## src/rtl/lspd_pkg.sv

```systemverilog
// Shared types and constants for the light-steering PD drive.
// No dependencies; the files that use it refer to it by scoped names.
package lspd_pkg;

   localparam int CSR_INDEX_BITS = 4;
   localparam int CSR_DATA_BITS  = 16;
   localparam int DT_BITS        = 16;
   localparam int GAIN_BITS      = 16;
   localparam int BASE_BITS      = 8;
   localparam int RANGE_BITS     = 10;
   localparam int SPEED_BITS     = 9;
   localparam int FRAC_BITS      = 13;
   localparam int SPEED_LIMIT    = 255;
   localparam int GS_LIMIT       = 200;
   localparam int QUEUE_DEPTH    = 2;

   localparam logic [BASE_BITS-1:0]  BASE_SPEED_RESET  = 8'd100;
   localparam logic [GAIN_BITS-1:0]  PROP_GAIN_RESET   = 16'd410;
   localparam logic [GAIN_BITS-1:0]  DERIV_GAIN_RESET  = 16'd2662;
   localparam logic [RANGE_BITS-1:0] OBSTACLE_CM_RESET = 10'd20;

   typedef enum logic [CSR_INDEX_BITS-1:0] {
      REG_BASE_SPEED  = 4'd0,
      REG_PROP_GAIN   = 4'd1,
      REG_DERIV_GAIN  = 4'd2,
      REG_OBSTACLE_CM = 4'd3
   } reg_index_type;

   typedef struct packed {
      logic [BASE_BITS-1:0]  base_speed;
      logic [GAIN_BITS-1:0]  prop_gain;
      logic [GAIN_BITS-1:0]  deriv_gain;
      logic [RANGE_BITS-1:0] obstacle_cm;
   } cfg_type;

endpackage

```

## src/rtl/lspd_front.sv

```systemverilog
// Front end: accepts request transactions, flags obstacles and forms the error.
// Depends on lspd_pkg for the configuration struct and field widths.
module lspd_front #(
   parameter int SAMPLE_BITS = 12
) (
   input  logic                                  req_valid,
   output logic                                  req_ready,
   input  logic [SAMPLE_BITS-1:0]                req_light_left,
   input  logic [SAMPLE_BITS-1:0]                req_light_right,
   input  logic                                  req_echo_seen,
   input  logic [lspd_pkg::RANGE_BITS-1:0]       req_range_cm,
   input  logic [lspd_pkg::DT_BITS-1:0]          req_elapsed_ms,
   input  lspd_pkg::cfg_type                     cfg,
   output logic                                  push_valid,
   input  logic                                  push_ready,
   output logic                                  push_hit,
   output logic signed [SAMPLE_BITS:0]           push_err,
   output logic [lspd_pkg::DT_BITS-1:0]          push_dt
);

   assign req_ready  = push_ready;
   assign push_valid = req_valid;

   // no echo or a zero range never counts as an obstacle
   assign push_hit = req_echo_seen && (req_range_cm != '0) && (req_range_cm < cfg.obstacle_cm);

   assign push_err = $signed({1'b0, req_light_right}) - $signed({1'b0, req_light_left});

   // zero elapsed time divides as one millisecond
   assign push_dt = (req_elapsed_ms == '0) ? lspd_pkg::DT_BITS'(1) : req_elapsed_ms;

endmodule

```

## src/rtl/lspd_queue.sv

```systemverilog
// Small register FIFO that decouples the front end from the back end.
// Depends on nothing; width and depth come in as parameters.
module lspd_queue #(
   parameter int WIDTH = 30,
   parameter int DEPTH = 2
) (
   input  logic             clock,
   input  logic             reset,
   input  logic             in_valid,
   output logic             in_ready,
   input  logic [WIDTH-1:0] in_data,
   output logic             out_valid,
   input  logic             out_ready,
   output logic [WIDTH-1:0] out_data
);

   localparam int PTRW = (DEPTH > 1) ? $clog2(DEPTH) : 1;
   localparam int CNTW = $clog2(DEPTH + 1);

   logic [WIDTH-1:0] mem_ff [DEPTH];
   logic [PTRW-1:0]  wr_ptr_ff, wr_ptr_in;
   logic [PTRW-1:0]  rd_ptr_ff, rd_ptr_in;
   logic [CNTW-1:0]  count_ff, count_in;
   logic             push, pop;

   assign in_ready  = (count_ff != CNTW'(DEPTH));
   assign out_valid = (count_ff != '0);
   assign out_data  = mem_ff[rd_ptr_ff];
   assign push      = in_valid && in_ready;
   assign pop       = out_valid && out_ready;

   always_comb begin
      wr_ptr_in = wr_ptr_ff;
      rd_ptr_in = rd_ptr_ff;
      count_in  = count_ff;
      if (push) begin
         wr_ptr_in = (wr_ptr_ff == PTRW'(DEPTH - 1)) ? '0 : wr_ptr_ff + 1'b1;
      end
      if (pop) begin
         rd_ptr_in = (rd_ptr_ff == PTRW'(DEPTH - 1)) ? '0 : rd_ptr_ff + 1'b1;
      end
      if (push && !pop) begin
         count_in = count_ff + 1'b1;
      end else if (pop && !push) begin
         count_in = count_ff - 1'b1;
      end
   end

   always_ff @(posedge clock) begin
      if (reset) begin
         wr_ptr_ff <= '0;
         rd_ptr_ff <= '0;
         count_ff  <= '0;
      end else begin
         wr_ptr_ff <= wr_ptr_in;
         rd_ptr_ff <= rd_ptr_in;
         count_ff  <= count_in;
      end
   end

   always_ff @(posedge clock) begin
      if (push) begin
         mem_ff[wr_ptr_ff] <= in_data;
      end
   end

endmodule

```

## src/rtl/lspd_back.sv

```systemverilog
// Back end: PD arithmetic sequencer with a bit-serial divider and output register.
// Depends on lspd_pkg for constants and the configuration struct.
module lspd_back #(
   parameter int SAMPLE_BITS = 12,
   parameter int DUTY_BITS   = 8
) (
   input  logic                                   clock,
   input  logic                                   reset,
   input  lspd_pkg::cfg_type                      cfg,
   input  logic                                   ent_valid,
   output logic                                   ent_ready,
   input  logic                                   ent_hit,
   input  logic signed [SAMPLE_BITS:0]            ent_err,
   input  logic [lspd_pkg::DT_BITS-1:0]           ent_dt,
   output logic                                   rsp_valid,
   input  logic                                   rsp_ready,
   output logic signed [lspd_pkg::SPEED_BITS-1:0] rsp_left_speed,
   output logic signed [lspd_pkg::SPEED_BITS-1:0] rsp_right_speed,
   output logic                                   rsp_obstacle_hit,
   output logic [DUTY_BITS-1:0]                   rsp_left_duty_a,
   output logic [DUTY_BITS-1:0]                   rsp_left_duty_b,
   output logic [DUTY_BITS-1:0]                   rsp_left_duty_c,
   output logic [DUTY_BITS-1:0]                   rsp_left_duty_d,
   output logic [DUTY_BITS-1:0]                   rsp_right_duty_a,
   output logic [DUTY_BITS-1:0]                   rsp_right_duty_b,
   output logic [DUTY_BITS-1:0]                   rsp_right_duty_c,
   output logic [DUTY_BITS-1:0]                   rsp_right_duty_d
);

   localparam int EW   = SAMPLE_BITS + 1;           // error
   localparam int DFW  = EW + 1;                    // error difference
   localparam int NW   = DFW + lspd_pkg::GAIN_BITS + 1; // signed derivative product
   localparam int MW   = DFW + lspd_pkg::GAIN_BITS; // product magnitude and quotient
   localparam int PW   = EW + lspd_pkg::GAIN_BITS + 1;  // proportional product
   localparam int VW   = DFW + 18;                  // P + D
   localparam int UW   = VW + 2;                    // scaled control value
   localparam int SW   = UW + 1;                    // wheel sum before scaling
   localparam int CW   = $clog2(MW);
   localparam int SPW  = lspd_pkg::SPEED_BITS;
   localparam int MAGW = (DUTY_BITS > SPW - 1) ? DUTY_BITS : SPW - 1;
   localparam int DTW  = lspd_pkg::DT_BITS;

   typedef enum logic [5:0] {
      S_IDLE = 6'b000001,
      S_MUL  = 6'b000010,
      S_DIV  = 6'b000100,
      S_SUM  = 6'b001000,
      S_SPD  = 6'b010000,
      S_DONE = 6'b100000
   } state_type;

   function automatic logic signed [SPW-1:0] speed_of(input logic signed [SW-1:0] s);
      logic signed [SW-1:0] adj;
      logic signed [SW-1:0] q;
      logic signed [SW-1:0] res;
      adj = s[SW-1] ? s + SW'((1 << lspd_pkg::FRAC_BITS) - 1) : s;
      q   = adj >>> lspd_pkg::FRAC_BITS;
      if (q > $signed(SW'(lspd_pkg::SPEED_LIMIT))) begin
         res = SW'(lspd_pkg::SPEED_LIMIT);
      end else if (q < -$signed(SW'(lspd_pkg::SPEED_LIMIT))) begin
         res = -$signed(SW'(lspd_pkg::SPEED_LIMIT));
      end else begin
         res = q;
      end
      return res[SPW-1:0];
   endfunction

   function automatic logic [DUTY_BITS-1:0] duty_of(input logic signed [SPW-1:0] s);
      logic [SPW-1:0]  mag;
      logic [MAGW-1:0] mag_ext;
      logic [MAGW-1:0] lim;
      mag     = s[SPW-1] ? -s : s;
      mag_ext = MAGW'(mag[SPW-2:0]);
      lim     = MAGW'({DUTY_BITS{1'b1}});
      return (mag_ext > lim) ? lim[DUTY_BITS-1:0] : mag_ext[DUTY_BITS-1:0];
   endfunction

   state_type              state_ff, state_in;
   logic signed [EW-1:0]   prior_ff, prior_in;
   logic signed [EW-1:0]   err_ff;
   logic [DTW-1:0]         dt_ff;
   logic                   hit_ff;
   logic                   small_ff;
   logic signed [PW-1:0]   p_ff;
   logic                   neg_ff;
   logic [MW-1:0]          quo_ff;
   logic [DTW-1:0]         rem_ff;
   logic [CW-1:0]          cnt_ff;
   logic signed [UW-1:0]   u_ff;
   logic signed [SPW-1:0]  ls_ff, rs_ff;
   logic                   rsp_valid_ff, rsp_valid_in;

   logic signed [DFW-1:0]  diff;
   logic signed [NW-1:0]   num;
   logic [NW-1:0]          num_mag;
   logic signed [PW-1:0]   p_prod;
   logic [EW-1:0]          abs_err;
   logic [DTW:0]           rem_sh;
   logic                   rem_ge;
   logic [DTW:0]           rem_sub;
   logic signed [VW-1:0]   q_s, d_s, v_s;
   logic signed [UW-1:0]   v_ext, u_val;
   logic signed [SW-1:0]   b13, u_ext;
   logic                   load_out;

   assign ent_ready = (state_ff == S_IDLE);
   assign load_out  = (state_ff == S_DONE) && (!rsp_valid_ff || rsp_ready);
   assign rsp_valid = rsp_valid_ff;

   // derivative and proportional products
   always_comb begin
      diff    = $signed({err_ff[EW-1], err_ff}) - $signed({prior_ff[EW-1], prior_ff});
      num     = $signed({1'b0, cfg.deriv_gain}) * diff;
      num_mag = num[NW-1] ? -num : num;
      p_prod  = $signed({1'b0, cfg.prop_gain}) * err_ff;
      abs_err = err_ff[EW-1] ? -err_ff : err_ff;
   end

   // one quotient bit per step, restoring
   always_comb begin
      rem_sh  = {rem_ff, quo_ff[MW-1]};
      rem_ge  = rem_sh >= {1'b0, dt_ff};
      rem_sub = rem_sh - {1'b0, dt_ff};
   end

   // combine P and D, apply the gain schedule (u kept in units of 2^-13)
   always_comb begin
      q_s   = $signed({{(VW - MW){1'b0}}, quo_ff});
      d_s   = neg_ff ? -q_s : q_s;
      v_s   = $signed({{(VW - PW){p_ff[PW-1]}}, p_ff}) + d_s;
      v_ext = {{(UW - VW){v_s[VW-1]}}, v_s};
      u_val = small_ff ? (v_ext <<< 1) + v_ext : (v_ext <<< 1);
      b13   = $signed({{(SW - lspd_pkg::BASE_BITS - lspd_pkg::FRAC_BITS){1'b0}},
                       cfg.base_speed, {lspd_pkg::FRAC_BITS{1'b0}}});
      u_ext = {{(SW - UW){u_ff[UW-1]}}, u_ff};
   end

   always_comb begin
      state_in     = state_ff;
      prior_in     = prior_ff;
      rsp_valid_in = rsp_valid_ff;
      if (rsp_valid_ff && rsp_ready) begin
         rsp_valid_in = 1'b0;
      end
      case (state_ff)
         S_IDLE: begin
            if (ent_valid) begin
               if (ent_hit) begin
                  prior_in = '0;
                  state_in = S_DONE;
               end else begin
                  state_in = S_MUL;
               end
            end
         end
         S_MUL: begin
            prior_in = err_ff;
            state_in = S_DIV;
         end
         S_DIV: begin
            if (cnt_ff == '0) begin
               state_in = S_SUM;
            end
         end
         S_SUM: state_in = S_SPD;
         S_SPD: state_in = S_DONE;
         S_DONE: begin
            if (load_out) begin
               rsp_valid_in = 1'b1;
               state_in     = S_IDLE;
            end
         end
         default: state_in = S_IDLE;
      endcase
   end

   always_ff @(posedge clock) begin
      if (reset) begin
         state_ff     <= S_IDLE;
         prior_ff     <= '0;
         rsp_valid_ff <= 1'b0;
      end else begin
         state_ff     <= state_in;
         prior_ff     <= prior_in;
         rsp_valid_ff <= rsp_valid_in;
      end
   end

   // datapath registers
   always_ff @(posedge clock) begin
      case (state_ff)
         S_IDLE: begin
            err_ff <= ent_err;
            dt_ff  <= ent_dt;
            hit_ff <= ent_hit;
            ls_ff  <= -$signed({1'b0, cfg.base_speed});
            rs_ff  <= -$signed({1'b0, cfg.base_speed});
         end
         S_MUL: begin
            p_ff     <= p_prod;
            neg_ff   <= num[NW-1];
            quo_ff   <= num_mag[MW-1:0];
            rem_ff   <= '0;
            cnt_ff   <= CW'(MW - 1);
            small_ff <= (abs_err < EW'(lspd_pkg::GS_LIMIT));
         end
         S_DIV: begin
            rem_ff <= rem_ge ? rem_sub[DTW-1:0] : rem_sh[DTW-1:0];
            quo_ff <= {quo_ff[MW-2:0], rem_ge};
            cnt_ff <= cnt_ff - 1'b1;
         end
         S_SUM: begin
            u_ff <= u_val;
         end
         S_SPD: begin
            ls_ff <= speed_of(b13 - u_ext);
            rs_ff <= speed_of(b13 + u_ext);
         end
         default: begin
         end
      endcase
   end

   // output register; legs: left fwd a,d rev b,c; right fwd b,d rev a,c
   always_ff @(posedge clock) begin
      if (load_out) begin
         rsp_left_speed   <= ls_ff;
         rsp_right_speed  <= rs_ff;
         rsp_obstacle_hit <= hit_ff;
         rsp_left_duty_a  <= (ls_ff > 0) ? duty_of(ls_ff) : '0;
         rsp_left_duty_d  <= (ls_ff > 0) ? duty_of(ls_ff) : '0;
         rsp_left_duty_b  <= (ls_ff < 0) ? duty_of(ls_ff) : '0;
         rsp_left_duty_c  <= (ls_ff < 0) ? duty_of(ls_ff) : '0;
         rsp_right_duty_b <= (rs_ff > 0) ? duty_of(rs_ff) : '0;
         rsp_right_duty_d <= (rs_ff > 0) ? duty_of(rs_ff) : '0;
         rsp_right_duty_a <= (rs_ff < 0) ? duty_of(rs_ff) : '0;
         rsp_right_duty_c <= (rs_ff < 0) ? duty_of(rs_ff) : '0;
      end
   end

   a_hit_equal_reverse: assert property (@(posedge clock) disable iff (reset)
      rsp_valid_ff && rsp_obstacle_hit |->
         (rsp_left_speed == rsp_right_speed) && (rsp_left_speed <= 0))
      else $error("obstacle result does not reverse both wheels alike");

   a_legs_exclusive: assert property (@(posedge clock) disable iff (reset)
      rsp_valid_ff |-> (rsp_left_duty_a == '0 || rsp_left_duty_b == '0) &&
                       (rsp_right_duty_a == '0 || rsp_right_duty_b == '0))
      else $error("forward and reverse legs driven together");

   a_hit_clears_error: assert property (@(posedge clock) disable iff (reset)
      (state_ff == S_IDLE) && ent_valid && ent_hit |=> (prior_ff == '0))
      else $error("obstacle step did not clear stored error");

   a_div_finishes: assert property (@(posedge clock) disable iff (reset)
      (state_ff == S_DIV) && (cnt_ff == '0) |=> (state_ff == S_SUM))
      else $error("divider did not hand over after its last bit");

endmodule

```

## src/rtl/light_steering_pd_drive.sv

```systemverilog
// Light-steering PD drive for a differential robot. Each request transaction
// carries two light samples, a range reading and the elapsed milliseconds; each
// yields one response transaction with signed wheel speeds and four bridge leg
// duties per side. A front end flags obstacles and forms the light error, a
// two-entry queue holds work for the back end, and the back end runs the PD
// arithmetic. A PD step occupies the back end through accept and multiply,
// a bit-serial derivative division, one quotient bit per cycle over
// SAMPLE_BITS + 18 bits, and the combine, speed and hand-off steps. An
// obstacle step goes from accept straight to hand-off. The queue keeps
// accepting requests while the back end is busy or a response waits, until
// both of its entries are full. Registers are written through the csr_ port,
// which is always ready; write only while the block is idle. Indexes beyond
// the four registers are dropped.
// Depends on lspd_pkg, lspd_front, lspd_queue and lspd_back.
module light_steering_pd_drive #(
   parameter int SAMPLE_BITS = 12,
   parameter int DUTY_BITS   = 8
) (
   input  logic                                      clock,
   input  logic                                      reset,
   // configuration writes
   input  logic                                      csr_valid,
   output logic                                      csr_ready,
   input  logic [lspd_pkg::CSR_INDEX_BITS-1:0]       csr_index,
   input  logic [lspd_pkg::CSR_DATA_BITS-1:0]        csr_data,
   // request channel
   input  logic                                      req_valid,
   output logic                                      req_ready,
   input  logic [SAMPLE_BITS-1:0]                    req_light_left,
   input  logic [SAMPLE_BITS-1:0]                    req_light_right,
   input  logic                                      req_echo_seen,
   input  logic [lspd_pkg::RANGE_BITS-1:0]           req_range_cm,
   input  logic [lspd_pkg::DT_BITS-1:0]              req_elapsed_ms,
   // response channel
   output logic                                      rsp_valid,
   input  logic                                      rsp_ready,
   output logic signed [lspd_pkg::SPEED_BITS-1:0]    rsp_left_speed,
   output logic signed [lspd_pkg::SPEED_BITS-1:0]    rsp_right_speed,
   output logic                                      rsp_obstacle_hit,
   output logic [DUTY_BITS-1:0]                      rsp_left_duty_a,
   output logic [DUTY_BITS-1:0]                      rsp_left_duty_b,
   output logic [DUTY_BITS-1:0]                      rsp_left_duty_c,
   output logic [DUTY_BITS-1:0]                      rsp_left_duty_d,
   output logic [DUTY_BITS-1:0]                      rsp_right_duty_a,
   output logic [DUTY_BITS-1:0]                      rsp_right_duty_b,
   output logic [DUTY_BITS-1:0]                      rsp_right_duty_c,
   output logic [DUTY_BITS-1:0]                      rsp_right_duty_d
);

   localparam int EW  = SAMPLE_BITS + 1;
   localparam int DTW = lspd_pkg::DT_BITS;
   localparam int QW  = 1 + EW + DTW;   // queue entry: hit, error, divisor

   lspd_pkg::cfg_type cfg_ff, cfg_in;

   logic                 push_valid, push_ready, push_hit;
   logic signed [EW-1:0] push_err;
   logic [DTW-1:0]       push_dt;
   logic [QW-1:0]        q_in_data, q_out_data;
   logic                 ent_valid, ent_ready;

   // Register file: always ready, unknown indexes are dropped.
   assign csr_ready = 1'b1;

   always_comb begin
      cfg_in = cfg_ff;
      if (csr_valid) begin
         case (csr_index)
            lspd_pkg::REG_BASE_SPEED:  cfg_in.base_speed  = csr_data[lspd_pkg::BASE_BITS-1:0];
            lspd_pkg::REG_PROP_GAIN:   cfg_in.prop_gain   = csr_data[lspd_pkg::GAIN_BITS-1:0];
            lspd_pkg::REG_DERIV_GAIN:  cfg_in.deriv_gain  = csr_data[lspd_pkg::GAIN_BITS-1:0];
            lspd_pkg::REG_OBSTACLE_CM: cfg_in.obstacle_cm = csr_data[lspd_pkg::RANGE_BITS-1:0];
            default: begin
            end
         endcase
      end
   end

   always_ff @(posedge clock) begin
      if (reset) begin
         cfg_ff.base_speed  <= lspd_pkg::BASE_SPEED_RESET;
         cfg_ff.prop_gain   <= lspd_pkg::PROP_GAIN_RESET;
         cfg_ff.deriv_gain  <= lspd_pkg::DERIV_GAIN_RESET;
         cfg_ff.obstacle_cm <= lspd_pkg::OBSTACLE_CM_RESET;
      end else begin
         cfg_ff <= cfg_in;
      end
   end

   // Front end: classify each request and forward it into the queue.
   lspd_front #(
      .SAMPLE_BITS(SAMPLE_BITS)
   ) u_front (
      .req_valid      (req_valid),
      .req_ready      (req_ready),
      .req_light_left (req_light_left),
      .req_light_right(req_light_right),
      .req_echo_seen  (req_echo_seen),
      .req_range_cm   (req_range_cm),
      .req_elapsed_ms (req_elapsed_ms),
      .cfg            (cfg_ff),
      .push_valid     (push_valid),
      .push_ready     (push_ready),
      .push_hit       (push_hit),
      .push_err       (push_err),
      .push_dt        (push_dt)
   );

   assign q_in_data = {push_hit, push_err, push_dt};

   // Hold classified work until the back end is free.
   lspd_queue #(
      .WIDTH(QW),
      .DEPTH(lspd_pkg::QUEUE_DEPTH)
   ) u_queue (
      .clock    (clock),
      .reset    (reset),
      .in_valid (push_valid),
      .in_ready (push_ready),
      .in_data  (q_in_data),
      .out_valid(ent_valid),
      .out_ready(ent_ready),
      .out_data (q_out_data)
   );

   // Back end: PD math, stored error and the response register.
   lspd_back #(
      .SAMPLE_BITS(SAMPLE_BITS),
      .DUTY_BITS  (DUTY_BITS)
   ) u_back (
      .clock           (clock),
      .reset           (reset),
      .cfg             (cfg_ff),
      .ent_valid       (ent_valid),
      .ent_ready       (ent_ready),
      .ent_hit         (q_out_data[QW-1]),
      .ent_err         ($signed(q_out_data[QW-2:DTW])),
      .ent_dt          (q_out_data[DTW-1:0]),
      .rsp_valid       (rsp_valid),
      .rsp_ready       (rsp_ready),
      .rsp_left_speed  (rsp_left_speed),
      .rsp_right_speed (rsp_right_speed),
      .rsp_obstacle_hit(rsp_obstacle_hit),
      .rsp_left_duty_a (rsp_left_duty_a),
      .rsp_left_duty_b (rsp_left_duty_b),
      .rsp_left_duty_c (rsp_left_duty_c),
      .rsp_left_duty_d (rsp_left_duty_d),
      .rsp_right_duty_a(rsp_right_duty_a),
      .rsp_right_duty_b(rsp_right_duty_b),
      .rsp_right_duty_c(rsp_right_duty_c),
      .rsp_right_duty_d(rsp_right_duty_d)
   );

endmodule
```

## config.mk

```make
export PLATFORM = sky130hd
export DESIGN_NAME = light_steering_pd_drive
export DESIGN_NICKNAME = d
export VERILOG_FILES = /design/src/rtl/lspd_pkg.sv /design/src/rtl/lspd_front.sv /design/src/rtl/lspd_queue.sv /design/src/rtl/lspd_back.sv /design/src/rtl/light_steering_pd_drive.sv
export SDC_FILE = /design/constraint.sdc
export NUM_CORES = 2
export LEC_CHECK = 0
export BUFFER_PORTS_ARGS = -buffer_cell sky130_fd_sc_hd__buf_2
export CELL_PAD_IN_SITES_DETAIL_PLACEMENT = 0
export CELL_PAD_IN_SITES_GLOBAL_PLACEMENT = 2
export CORE_ASPECT_RATIO = 0.5
export CORE_MARGIN = 4
export CORE_UTILIZATION = 25
export CTS_BUF_LIST = sky130_fd_sc_hd__clkbuf_4 sky130_fd_sc_hd__clkbuf_8
export CTS_CLUSTER_DIAMETER = 120
export DETAILED_ROUTE_END_ITERATION = 8
export PLACE_DENSITY = 0.58
export SLEW_MARGIN = 30
export SYNTH_ARGS = -nofsm -noshare
export SYNTH_HDL_FRONTEND = slang
export SYNTH_SLANG_ARGS = --single-unit
```

## constraint.sdc

```tcl
create_clock -name clock -period 12.2 [get_ports clock]
set_clock_uncertainty 0.15 [all_clocks]
set_input_delay 0 -clock clock [delete_from_list [all_inputs] [get_ports clock]]
set_output_delay 0 -clock clock [all_outputs]
set_load 0.03 [all_outputs]
```

==> impl_metrics.ini <==
[floorplanning]
rows = 101
io_pins = 162
dieArea_sq_mm = 0.160
core-area_sq_mm = 0.152
die_w_um = 561
start_util = 0.252
fp.dieH_um = 284

[final_layout]
layout_common_cells = inv_1 (499), nand2_1 (467), ha_1 (352)
final_common_cell = inv_1
fillCellCount = 16100
seq_area_sq_mm = 0.00979
num-nets-final = 5116
multi_input_area_sq_mm = 0.0257
utilization = 0.290
syn2layout_area_growth_pct = 15.1
drive_gt1_frac = 0.102

[timing]
setup_violations = 0
hold_viol_final = 0
drv_slew = 0
timing.fmax_mhz = 91.3
period_needed_ns = 10.95
rsz0062_at_grt = no
setup_tns_ns = 0
relSlewSlack = 0.331
worst_pin_slew_ns = 0.991
min_period_over_period = 0.898

[routing]
ant_nets = 0
drt_iter0_drc = 1351
avgRoutedWirePerCell_um = 17.8
viasPerCell = 4.54
via_count = 29430
drtPass1Iterations = 5
wirelength_mm = 115
drc = 0

[grt]
antenna_found_initial = 4
use_met2 = 0.233
use_met3 = 0.0169
grtUsageMet1 = 0.203
grt_usage = 0.144
grt_max_degree = 76
grt_pass1_wl_mm = 181
grt_pass1_vias = 30455
overflow = 0
busiest_layer = met2

[logic_synthesis]
ys_top_cells_by_area = edfxtp_1 (22%), fa_1 (17%), ha_1 (12%)
synth_seq_area_share = 0.256
synth_top_cell_by_area = edfxtp_1
syn_area_sq_mm = 0.0382
ys_seq_elements = 351
ys.flop_type = edfxtp_1
synth_cell_types = 97
synth_nets = 4901
synth_edf_count = 276
synthCells = 4147
ys_warn_count = 0
syn_area_per_cell_sq_um = 9.21
async_flop_share = 0
synth_top_cell_area_share = 0.217

[worst_setup_path]
critPathCaptureType = register
crit_family = adder cells
crit_start = u_back.err_ff[2]
cp_slowest_stage_delay_ns = 0.56
start_kind = register
r2r_cells = 37
crit_fanout = 19
crit_top_cell = fa_1
path_buf_inv = 5
path_depth = 37
timing.rr.start = u_back.err_ff[2]
criticalPathCategory = register to register
cp_slowest_cell = nor4_1
required_ns = 12.47
cp.arrival_ns = 11.22

[cts]
clock_path_buffers = 3
cts_sinks = 351
insertion_delay_ns = 0.72
cts_tree = built
cts_buffers = 67
root_buffer = clkbuf_8
path_clk_slew_ns = 0.06
cts_resized = 0
htreeDepth = 3
cts_setup_buffers = 0

[placement]
place_hpwl_mm = 90.9
place.gp.congestion = 0.800
port_buffers = 160

[outcome]
outcome = finished, final reports clean

[flow_run]
maxCapViolCount = 0

[worst_hold_path]
hp-class = primary input to register
hp-start = csr_data[8]
holdPathStages = 4
[final cells by class]
type                       count  share of cell area
timing repair buffer         351              0.0586
sequential                   351               0.223
multi-input combinational   3091               0.585
tap                         2060              0.0586
clock buffer                  83              0.0240
antenna                        3            0.000171
inverter                     500              0.0427
clock inverter                41             0.00837
[sequential cells by signal, summed over array words and instances, names as in the netlist, 2 cells and up, named ones only]
register	cells
u_back.cnt_ff	5
u_back.p_ff	30
cfg_ff	50
u_back.rsp_right_duty_b	8
u_back.rem_ff	16
u_back.prior_ff	13
u_back.rsp_right_speed	9
u_queue.count_ff	2
u_back.rsp_right_duty_a	8
u_back.rsp_left_duty_a	8
u_back.quo_ff	30
u_back.rs_ff	9
u_back.rsp_left_duty_b	8
u_queue.mem_ff	60
u_back.u_ff	34
u_back.rsp_left_speed	9
u_back.state_ff	6
u_back.ls_ff	9
u_back.dt_ff	16
u_back.err_ff	13
[kinds of logic after synthesis]
group / synth area share
AOI/OAI and AO/OA: 0.117
xor gates and xnor gates: 0.0586
adders and majority gates: 0.286
buffers and inverters: 0.0728
DFF: 0.256
muxes: 0.0283
other: 0.0000982
and+or+nand+nor: 0.181
[layer usage]
layer | vias up | part of all wire | wire length [um]
li1 | 14494 | - | -
met1 | 14413 | 0.50 | 57300
met2 | 393 | 0.45 | 52100
met3 | 130 | 0.031 | 3540
met4 | 0 | 0.022 | 2490
met5 | - | 0 | 0
[cell usage after synthesis (9+ instances only)]
| master | n |
|---|---|
| inv_1 | 499 |
| nand2_1 | 467 |
| ha_1 | 352 |
| fa_1 | 326 |
| edfxtp_1 | 276 |
| nor2_1 | 245 |
| a21oi_1 | 195 |
| xnor2_1 | 168 |
| clkbuf_1 | 156 |
| and2_1 | 146 |
| o21ai_0 | 111 |
| nor3_1 | 87 |
| xor2_1 | 83 |
| nor2b_1 | 81 |
| dfxtp_1 | 75 |
| a21o_1 | 67 |
| nand3_1 | 63 |
| nand2b_1 | 61 |
| mux2_2 | 57 |
| mux2i_1 | 44 |
| and3_1 | 39 |
| buf_4 | 34 |
| nand4_1 | 30 |
| o211ai_1 | 30 |
| or3_1 | 30 |
| a211oi_1 | 29 |
| nor4_1 | 27 |
| o31ai_1 | 25 |
| o21a_1 | 23 |
| a31oi_1 | 22 |
| or2_2 | 22 |
| a22oi_1 | 18 |
| a211o_1 | 16 |
| nand3b_1 | 16 |
| o21bai_1 | 16 |
| a21boi_0 | 15 |
| nor3b_1 | 15 |
| or4_1 | 13 |
| nor4b_1 | 11 |
| a31o_2 | 10 |
| o41ai_1 | 10 |
| buf_1 | 9 |
[worst reg2reg max path, delay by kind of cell (launching register included)]
family,cells,cell delay [ns]
simple gates,5,1.26
mux,2,0.67
flops,1,0.36
fa+ha+maj,8,3.90
buf+inv,5,0.68
compound gates,16,3.56
xor+xnor,1,0.11
[metrics by stage]
stage | hold WS, ns | worst slack (ns) | instances | instance area [sq um]
after floorplan | -0.0321 | 2.21 | 4147 | 38200
after global placement | 0.0611 | 1.34 | 6219 | 41200
after detailed placement | 0.0740 | 1.31 | 6219 | 41200
after CTS | 0.00659 | 1.21 | 6476 | 43900
after global routing | 0.0596 | 0.318 | 6478 | 44000
final | 0.0961 | 1.25 | 6480 | 44000
[worst paths after layout]
check        slack [ns]                       to
max                1.25        u_back.quo_ff[28]
min                 0.1               cfg_ff[18]
max reg2reg        1.25        u_back.quo_ff[28]
min reg2reg        0.28  u_back.rsp_obstacle_hit
[timing repair]
action | CTS | global route
hold buffers | 133 | 0
endpoints found under the hold margin | 195 | 0
setup endpoints to repair | 0 | 0
Power is not shown: default switching activity piles up to over one toggle a cycle in this logic, so the estimate is an artifact.
